## config.mk

```make
export PLATFORM = sky130hd
export DESIGN_NAME = chash_ctrl
export DESIGN_NICKNAME = d
export VERILOG_FILES = /design/src/sv/chash_pkg.sv /design/src/sv/chash_ctrl.sv
export SDC_FILE = /design/constraint.sdc
export NUM_CORES = 1
export LEC_CHECK = 0
export ABC_AREA = 1
export BUFFER_PORTS_ARGS = -buffer_cell sky130_fd_sc_hd__buf_2
export CAP_MARGIN = 0
export CELL_PAD_IN_SITES_DETAIL_PLACEMENT = 0
export CELL_PAD_IN_SITES_GLOBAL_PLACEMENT = 1
export CORE_MARGIN = 1
export CORE_UTILIZATION = 40
export CTS_BUF_LIST = sky130_fd_sc_hd__clkbuf_16
export CTS_CLUSTER_SIZE = 30
export DETAILED_ROUTE_END_ITERATION = 7
export GPL_TIMING_DRIVEN = 1
export PLACE_DENSITY = 0.74
export REMOVE_ABC_BUFFERS = 1
export SLEW_MARGIN = 20
export SYNTH_ARGS = -nofsm -noshare
export SYNTH_HDL_FRONTEND = slang
export SYNTH_SLANG_ARGS = --single-unit
```

## constraint.sdc

```tcl
create_clock -name clk -period 7.8 [get_ports clk]
set_clock_uncertainty 0.15 [all_clocks]
set_input_delay 0.78 -clock clk [delete_from_list [all_inputs] [get_ports clk]]
set_output_delay 0.78 -clock clk [all_outputs]
set_load 0.005 [all_outputs]
```

## src/sv/chash_pkg.sv

```systemverilog
package chash_pkg;

  localparam int SLOT_BITS = 8;
  localparam int SLOTS     = 1 << SLOT_BITS;
  localparam int LINK_W    = SLOT_BITS + 1;

  typedef logic [SLOT_BITS-1:0] slot_t;
  typedef logic [LINK_W-1:0]    link_t;

  localparam link_t LINK_FREE = '1;
  localparam link_t LINK_END  = LINK_FREE - link_t'(1);
  localparam int    FLAG_BIT  = SLOT_BITS;
  localparam link_t LAST_STEP = link_t'(SLOTS - 1);
  localparam link_t FULL_CNT  = link_t'(SLOTS);

  localparam logic [1:0] REQ_LOOKUP = 2'd0;
  localparam logic [1:0] REQ_INSERT = 2'd1;
  localparam logic [1:0] REQ_REMOVE = 2'd2;

  localparam logic [2:0] ST_INSERTED = 3'd0;
  localparam logic [2:0] ST_PRESENT  = 3'd1;
  localparam logic [2:0] ST_FOUND    = 3'd2;
  localparam logic [2:0] ST_NOTFOUND = 3'd3;
  localparam logic [2:0] ST_REMOVED  = 3'd4;
  localparam logic [2:0] ST_FULL     = 3'd5;

  // one write into the slot store
  typedef struct packed {
    logic        en_link;
    logic        en_data;
    slot_t       addr;
    link_t       link;
    logic [31:0] key;
    logic [31:0] val;
    slot_t       home;
  } wr_t;

  // registered read of one slot
  typedef struct packed {
    link_t       link;
    logic [31:0] key;
    logic [31:0] val;
    slot_t       home;
  } rd_t;

endpackage

```

## src/sv/chash_ctrl.sv

```systemverilog
module chash_ctrl import chash_pkg::*; (
  input  logic        clk,
  input  logic        rst,
  input  logic        start,
  input  logic [1:0]  req_type,
  input  logic [31:0] key,
  input  slot_t       home_bucket,
  input  logic [31:0] value,
  input  rd_t         rd,
  output slot_t       raddr,
  output wr_t         wr,
  output logic        busy,
  output logic        done,
  output logic [2:0]  status,
  output slot_t       slot,
  output logic [31:0] stored_value,
  output link_t       fill_count
);

  typedef enum logic [10:0] {
    S_IDLE  = 11'b00000000001,
    S_RD    = 11'b00000000010,
    S_LOOK  = 11'b00000000100,
    S_RMNX  = 11'b00000001000,
    S_INS0  = 11'b00000010000,
    S_REL   = 11'b00000100000,
    S_SCAN  = 11'b00001000000,
    S_CHN   = 11'b00010000000,
    S_CHN2  = 11'b00100000000,
    S_WRITE = 11'b01000000000,
    S_DONE  = 11'b10000000000
  } state_t;

  state_t      state, ret;
  slot_t       ra, idx, prv, ref_slot;
  logic        prv_ok, ref_ok, up;
  link_t       n, cnt;
  logic [1:0]  typ;
  logic [31:0] kq, vq, dk, dv;
  slot_t       hq, dh;
  link_t       dl;
  wr_t         w0, w1, w2;
  slot_t       step_in, step_out;
  logic        step_up;

  // shared slot stepper for the free-slot scans and their start slots
  assign step_out = step_up ? step_in + slot_t'(1) : step_in - slot_t'(1);

  assign raddr      = ra;
  assign wr         = w0;
  assign busy       = (state != S_IDLE);
  assign done       = (state == S_DONE);
  assign fill_count = cnt;

  function automatic wr_t link_wr(slot_t a, link_t l);
    wr_t w;
    w = '0;
    w.en_link = 1'b1;
    w.addr = a;
    w.link = l;
    return w;
  endfunction

  function automatic wr_t full_wr(slot_t a, link_t l, logic [31:0] k, logic [31:0] v,
                                  slot_t h);
    wr_t w;
    w.en_link = 1'b1;
    w.en_data = 1'b1;
    w.addr = a;
    w.link = l;
    w.key = k;
    w.val = v;
    w.home = h;
    return w;
  endfunction

  // stepper input selection
  always_comb begin
    step_in = ra;
    step_up = up;
    case (state)
      S_REL: begin
        step_in = (rd.link == {1'b0, hq}) ? idx : hq;
        step_up = 1'b0;
      end
      S_CHN, S_CHN2: begin
        step_in = (state == S_CHN2 && rd.link != LINK_FREE) ? ra : idx;
        step_up = 1'b1;
      end
      default: begin
        step_in = ra;
        step_up = up;
      end
    endcase
  end

  // sequencer
  always_ff @(posedge clk) begin
    if (rst) begin
      state <= S_IDLE;
      ret   <= S_IDLE;
      cnt   <= '0;
      w0    <= '0;
      w1    <= '0;
      w2    <= '0;
    end else begin
      case (state)
        S_IDLE: begin
          if (start) begin
            typ <= req_type;
            kq <= key;
            vq <= value;
            hq <= home_bucket;
            ra <= home_bucket;
            idx <= home_bucket;
            n <= '0;
            prv_ok <= 1'b0;
            ref_ok <= 1'b0;
            status <= ST_NOTFOUND;
            slot <= '0;
            stored_value <= '0;
            if (req_type == REQ_INSERT && cnt >= FULL_CNT) begin
              status <= ST_FULL;
              state <= S_DONE;
            end else if (req_type == REQ_INSERT) begin
              ret <= S_INS0;
              state <= S_RD;
            end else if (req_type == REQ_LOOKUP || req_type == REQ_REMOVE) begin
              ret <= S_LOOK;
              state <= S_RD;
            end else begin
              state <= S_DONE;
            end
          end
        end
        S_RD: state <= ret;
        // chain walk for lookup and remove
        S_LOOK: begin
          if (rd.link != LINK_FREE && rd.key == kq) begin
            if (typ == REQ_LOOKUP) begin
              status <= ST_FOUND;
              slot <= idx;
              stored_value <= rd.val;
              state <= S_DONE;
            end else begin
              status <= ST_REMOVED;
              if (prv_ok) begin
                w0 <= link_wr(prv, rd.link);
                w1 <= link_wr(idx, LINK_FREE);
                if (cnt != '0) cnt <= cnt - link_t'(1);
                state <= S_WRITE;
              end else if (!rd.link[FLAG_BIT]) begin
                ra <= rd.link[SLOT_BITS-1:0];
                ret <= S_RMNX;
                state <= S_RD;
              end else begin
                w0 <= link_wr(idx, LINK_FREE);
                if (cnt != '0) cnt <= cnt - link_t'(1);
                state <= S_WRITE;
              end
            end
          end else begin
            prv <= idx;
            prv_ok <= 1'b1;
            if (rd.link[FLAG_BIT] || n == LAST_STEP) begin
              state <= S_DONE;
            end else begin
              idx <= rd.link[SLOT_BITS-1:0];
              ra <= rd.link[SLOT_BITS-1:0];
              n <= n + link_t'(1);
              state <= S_RD;
            end
          end
        end
        // pull the second element up into the head slot
        S_RMNX: begin
          w0 <= full_wr(idx, rd.link, rd.key, rd.val, rd.home);
          w1 <= link_wr(ra, LINK_FREE);
          if (cnt != '0) cnt <= cnt - link_t'(1);
          state <= S_WRITE;
        end
        // insert: inspect the home slot
        S_INS0: begin
          if (rd.link == LINK_FREE) begin
            w0 <= full_wr(hq, LINK_END, kq, vq, hq);
            status <= ST_INSERTED;
            slot <= hq;
            cnt <= cnt + link_t'(1);
            state <= S_WRITE;
          end else if (rd.home != hq) begin
            dk <= rd.key;
            dv <= rd.val;
            dh <= rd.home;
            dl <= rd.link;
            ra <= rd.home;
            idx <= rd.home;
            ret <= S_REL;
            state <= S_RD;
          end else begin
            state <= S_CHN;
          end
        end
        // find the predecessor of the displaced entry
        S_REL: begin
          if (rd.link == {1'b0, hq}) begin
            ref_slot <= idx;
            ref_ok <= 1'b1;
          end
          if (rd.link == {1'b0, hq} || rd.link[FLAG_BIT] || n == LAST_STEP) begin
            up <= 1'b0;
            n <= '0;
            ra <= step_out;
            ret <= S_SCAN;
            state <= S_RD;
          end else begin
            idx <= rd.link[SLOT_BITS-1:0];
            ra <= rd.link[SLOT_BITS-1:0];
            n <= n + link_t'(1);
            state <= S_RD;
          end
        end
        // free-slot scan, one slot per read
        S_SCAN: begin
          if (rd.link == LINK_FREE) begin
            status <= ST_INSERTED;
            cnt <= cnt + link_t'(1);
            state <= S_WRITE;
            if (up) begin
              w0 <= link_wr(idx, {1'b0, ra});
              w1 <= full_wr(ra, LINK_END, kq, vq, hq);
              slot <= ra;
            end else begin
              // writes queue back to back; no empty entry in between
              w0 <= full_wr(ra, dl, dk, dv, dh);
              w1 <= ref_ok ? link_wr(ref_slot, {1'b0, ra}) : full_wr(hq, LINK_END, kq, vq, hq);
              w2 <= ref_ok ? full_wr(hq, LINK_END, kq, vq, hq) : '0;
              slot <= hq;
            end
          end else if (n == LAST_STEP) begin
            status <= ST_FULL;
            state <= S_DONE;
          end else begin
            n <= n + link_t'(1);
            ra <= step_out;
            state <= S_RD;
          end
        end
        // insert: duplicate search along own chain
        S_CHN: begin
          if (rd.key == kq) begin
            status <= ST_PRESENT;
            slot <= idx;
            stored_value <= rd.val;
            state <= S_DONE;
          end else if (rd.link[FLAG_BIT]) begin
            up <= 1'b1;
            n <= '0;
            ra <= step_out;
            ret <= S_SCAN;
            state <= S_RD;
          end else begin
            ra <= rd.link[SLOT_BITS-1:0];
            ret <= S_CHN2;
            state <= S_RD;
          end
        end
        S_CHN2: begin
          if (rd.link == LINK_FREE || n == LAST_STEP) begin
            if (rd.link != LINK_FREE) idx <= ra;
            up <= 1'b1;
            n <= '0;
            ra <= step_out;
            ret <= S_SCAN;
            state <= S_RD;
          end else begin
            idx <= ra;
            n <= n + link_t'(1);
            state <= S_CHN;
          end
        end
        // drain queued writes
        S_WRITE: begin
          w0 <= w1;
          w1 <= w2;
          w2 <= '0;
          if (!(w1.en_link || w1.en_data)) state <= S_DONE;
        end
        S_DONE: begin
          w0 <= '0;
          state <= S_IDLE;
        end
        default: state <= S_IDLE;
      endcase
    end
  end

endmodule

```

==> impl_metrics.toml, run 1 <==
[synthesis]
syn_inst = 2984
synth-async-reset-ratio_pct = 0
avgSynthCellArea_sq_um = 8.24
synth_common_cells = "nand2_1, inv_1, dfxtp_1"
synth_flop_cell = "dfxtp_1"
synth-edff-count = 242
synth_top_cell_by_area = "edfxtp_1"
synth_top_area_share_pct = 29.6
ys_seq_elements = 524
synth.yosys.seq_area_share_pct = 52.5
synth_area_leaders = "edfxtp_1, dfxtp_1, nand2_1, inv_1, a21oi_1"
ys_types = 59
ys_warn_count = 0
yosysMostFrequentCell = "nand2_1"
synth_area_sq_um = 24600

[sta]
finalHoldViolations = 0
final_max_slew_viol_count = 0
setup_viol = 0
fin_crit_sh_pct = 58.0
fmax_mhz = 221
slew_headroom_pct = 21.3
rsz0062_at_grt = "false"
fin_crit_ns = 4.52
fin_tns_setup_ns = 0
worst_pin_slew_ns = 1.18

[final_layout]
synthToLayoutAreaGrowth_pct = 16.0
nets = 3397
final_util_pct = 47.1
ff_latch_area_sq_um = 12900
stdcell_area_sq_um = 28500
final_cell_count_no_fill = 4056
layout-drive-gt1-share_pct = 14.5
fill_cells = 6037
multi_input_area_sq_um = 9410

[floorplanning]
design.die.area_sq_um = 62400
initial_utilization_pct = 40.6
io_pins = 311
core_area_sq_um = 60600
die_h_um = 250
fp-row-count = 90
dieWidth_um = 250

[run]
max_cap_violations = 0

[detailed_routing]
via_per_inst = 5.40
drtPass1Iterations = 5
wl_per_cell_um = 21.0
drtIter0Drc = 1929
vias = 21900
drcViolationCount = 0
drtAntennaViolNets = 0
drt-total-wl_um = 85300

[setup_path]
crit_arrival_ns = 4.61
crit_path_start_kind = "register"
critPathKind = "reg -> reg"
cp-end-kind = "register"
required_ns = 7.89
crit_fanout = 9

[global_route]
grt_pass1_vias = 20800
antenna_found_initial = 2
grt.total_usage_pct = 26.8
grt_pass1_wl_um = 128000
grt_overflow = 0
grt_max_degree = 168

[clock_tree]
tritoncts = "built"
hold_buffers = 0
clockBufferDepth = 3
clk_latency_ns = 0.62
clk_pin_slew_ns = 0.06
clock-root-buffer = "clkbuf_16"
clock-sinks = 524
post_cts.repair.setup_buffers = 0
h-tree-depth = 2
numCtsBuffers = 58
post_cts_resized = 0

[power]
total_power_uw = 6860
leakage_uw = 0.0117
ir_drop_uv = 162
powerDensity_nw_per_um2 = 241

[placed_design]
place.gp.congestion = 0.917
dp_cells = 3943
place_area_sq_um = 26600
io_buffers = 310
dp_hpwl_um = 54600

[run_status]
status = "complete, no violations"

[worst_hold_path]
hold_path_class = "in -> reg"
==> cell usage in the layout (no fill, tap or decap), drive strengths merged, types with 28 or more instances in the layout <==
master,n
nor2,242
inv,418
nor3,28
o21ai,286
nand4,42
clkbuf,60
nand3,64
dfxtp,282
nand2,749
buf,334
edfxtp,242
o2111ai,79
clkinv,34
a21oi,246
==> final cells by class <==
class | count | area share, %
Inverter | 408 | 5.38
Tap cell | 782 | 3.43
Clock buffer | 60 | 5.27
Sequential cell | 524 | 45.3
Antenna cell | 2 | 0.0176
Clock inverter | 50 | 1.31
Multi-Input combinational cell | 1896 | 33.0
Timing Repair Buffer | 334 | 6.32
==> cells by family (layout without fill, tap and decap cells) <==
| kind of cell | Yosys count | count (layout) | share of synthesized area (%) |
|---|---|---|---|
| flip-flops | 524 | 524 | 52.5 |
| AND/OR/NAND/NOR | 1153 | 1153 | 19.4 |
| adder cells (fa/ha/maj) | 17 | 17 | 0.927 |
| XOR/XNOR | 32 | 32 | 1.14 |
| multiplexers | 2 | 2 | 0.0815 |
| other | 0 | 2 | 0 |
| buffers and inverters | 564 | 852 | 9.53 |
| AO/OA/AOI/OAI | 692 | 692 | 16.4 |
==> path summary, 6_finish.rpt <==
check          start       to  slack (ns)  cells past startpoint
max           kq[14]  slot[7]        3.28                      9
min          key[15]   kq[15]        0.18                      1
max reg2reg   kq[14]  slot[7]        3.28                      9
min reg2reg    w1[7]    w1[7]        0.30                      2
==> per-layer routing <==
metal | vias up | routed length [um] | track usage, %
li1 | 10400 | - | -
met1 | 10400 | 37500 | 36.9
met2 | 904 | 38900 | 42.9
met3 | 151 | 6590 | 4.51
met4 | 0 | 2270 | 8.34
met5 | - | 0 | 0
==> report_power, final <==
part | leakage [uW] | switching, uW | internal, uW
clock | 0.000969 | 1150 | 1550
combinational | 0.00620 | 603 | 281
sequential | 0.00450 | 162 | 3110
total | 0.0117 | 1920 | 4940
==> flip-flops by register name, summed over array words and instances (netlist names), 32 cells and up <==
signal	flops
kq	32
dv	32
dk	32
stored_value	32
vq	32
w2	73
w1	91
wr	91
==> critical path: stages (launching register included) <==
cell and delay (ns):
edfxtp_1 0.48, xor2_1 0.18, nor4_1 0.85, nand2_1 0.15
nor2_1 0.27, nand3_1 0.28, a21oi_2 0.57, nand2_1 0.22
or2_1 0.27, nor2_1 0.72
==> through the flow <==
stage	setup WS, ns	hold WS (ns)
finish	3.28	0.180
global route	3.02	0.157
CTS	3.35	0.148
detailed placement	2.94	0.292
global placement	3.10	0.284
floorplan	0.790	0.269
Power figures use the tool's default switching activity.
==> run 2, diff against run 1 <==
==> constraint.sdc (replaced) <==
create_clock -name clk -period 4.4 [get_ports clk]
set_clock_uncertainty 0.15 [all_clocks]
set_input_delay 0.44 -clock clk [delete_from_list [all_inputs] [get_ports clk]]
set_output_delay 0.44 -clock clk [all_outputs]
set_load 0.005 [all_outputs]
==> run 2 against run 1 <==
Sequential share of layout area fell by 2.8 points; final area rose by 6.6%; final cell count rose by 4.5%; critical path type is now in -> reg; highest routed layer unchanged.
==> impl_metrics.toml, run 2 (synthesis results as in run 1) <==
[power]
seq_power_share_pct = 45.9
netSwitchingFraction_pct = 27.4
ir_drop_uv = 309
p_int_uw = 9130
p_sw_uw = 3450
powerDensity_nw_per_um2 = 414
clockPowerShare_pct = 40.4
pwr-share-comb_pct = 13.7
leakage_uw = 0.0125

[floorplanning]
design.die.area_sq_um = 62400
die_h_um = 250
initial_utilization_pct = 40.6
io_pins = 311
core_area_sq_um = 60600
fp-row-count = 90
dieWidth_um = 250

[final_layout]
final_util_pct = 50.2
synthToLayoutAreaGrowth_pct = 23.7
final_cell_mix = "nand2_1, inv_1, buf_2, dfxtp_1, a21oi_1"
layout-drive-gt1-share_pct = 14.9
nets = 3579
final_common_cell = "nand2_1"

[setup_path]
crit_fanout = 167
crit_path_start_kind = "input pin"
cp-end-kind = "register"
crit_arrival_ns = 4.53
critPathKind = "in -> reg"
required_ns = 4.73

[global_route]
grt_pass1_wl_um = 132000
grt_max_degree = 168
grt.total_usage_pct = 27.3
grt_pass1_vias = 21600
antenna_found_initial = 1
grt_overflow = 0

[clock_tree]
clock-root-buffer = "clkbuf_16"
clockBufferDepth = 3
post_cts.repair.setup_buffers = 0
clk_latency_ns = 0.63
clock-sinks = 524
h-tree-depth = 2
tritoncts = "built"
clk_pin_slew_ns = 0.07
numCtsBuffers = 58

[run]
max_cap_violations = 0

[sta]
rsz0062_at_grt = "false"
worst_slack_ns = 0.199
finalHoldViolations = 0
fin_crit_ns = 4.20
fmax_mhz = 238
fin_crit_sh_pct = 95.5
hold_slack_ns = 0.0334
worst_pin_slew_ns = 1.11
setup_viol = 0
final_max_slew_viol_count = 0
slew_headroom_pct = 26.0

[detailed_routing]
wl_per_cell_um = 20.6
drtAntennaViolNets = 0
drt-total-wl_um = 87400
drtPass1Iterations = 6
vias = 22700
drtIter0Drc = 1956
drcViolationCount = 0
via_per_inst = 5.36

[placed_design]
io_buffers = 310
dp_hpwl_um = 56500
dp_worst_setup_slack_ns = 0.233
place.gp.congestion = 0.991

[run_status]
status = "complete, no violations"

[worst_hold_path]
hold_path_class = "in -> reg"
[run 2: through the flow]
stage	total power [uW]	cell area [sq um]	setup TNS (ns)	instances
global route	13100	30400	0	4237
finish	12600	30400	0	4237
floorplan	6640	23800	-445.41	2828
global placement	7460	26900	0	3976
detailed placement	7460	26900	0	3977
CTS	12700	30400	0	4236
[run 2: layer usage]
| layer | share of wire (%) | vias up | wire length [um] | global-route usage (%) |
|---|---|---|---|---|
| met1 | 45 | 10800 | 39500 | 38.6 |
| li1 | - | 10800 | - | - |
| met4 | 3.1 | 0 | 2740 | 9.22 |
| met5 | 0 | - | 0 | 0 |
| met2 | 44 | 930 | 38700 | 42.5 |
| met3 | 7.4 | 160 | 6460 | 4.29 |
[run 2: worst max-delay path: stages]
cell and delay (ns):
dlygate4sd3_1 0.54, buf_2 0.16, xor2_1 0.19, nor4_1 0.78, buf_4 0.23, nand2_1 0.06
nor2_1 0.31, nand3_1 0.38, nand2_1 0.42, nand2_8 0.07, buf_12 0.26, o21ai_0 0.38
a21oi_1 0.07
[run 2: repair_timing]
action                    in CTS  in global routing
hold buffers                 149                  0
resized for setup              0                  0
hold endpoints to repair     168                  0
[run 2: final cells by class]
type	instances	area, sq um
fill	5834	30200
sequential	524	12900
multi-input combinational	1896	9420
timing repair buffer	516	3570
inverter	408	1530
clock buffer	59	1480
tap	782	978
clock inverter	51	500
antenna	1	2.50
[run 2: power by group through the flow]
stage          Combinational, uW  Sequential, uW  Clock [uW]
2_1_floorplan                839            5800           0
3_3_place_gp                1600            5860           0
3_5_place_dp                1600            5870           0
4_1_cts                     1710            5760        5180
5_1_grt                     1880            5800        5370
6_report                    1730            5770        5090
[run 2: final timing paths]
| check | from | endpoint | slack, ns | cells after the start |
|---|---|---|---|---|
| setup / recovery | rd[54] | w1[3] | 0.20 | 13 |
| hold / removal | rd[78] | dl[6] | 0.03 | 2 |
| setup reg to reg | kq[16] | w1[3] | 0.29 | 11 |
| hold reg to reg | w1[7] | w1[7] | 0.30 | 2 |
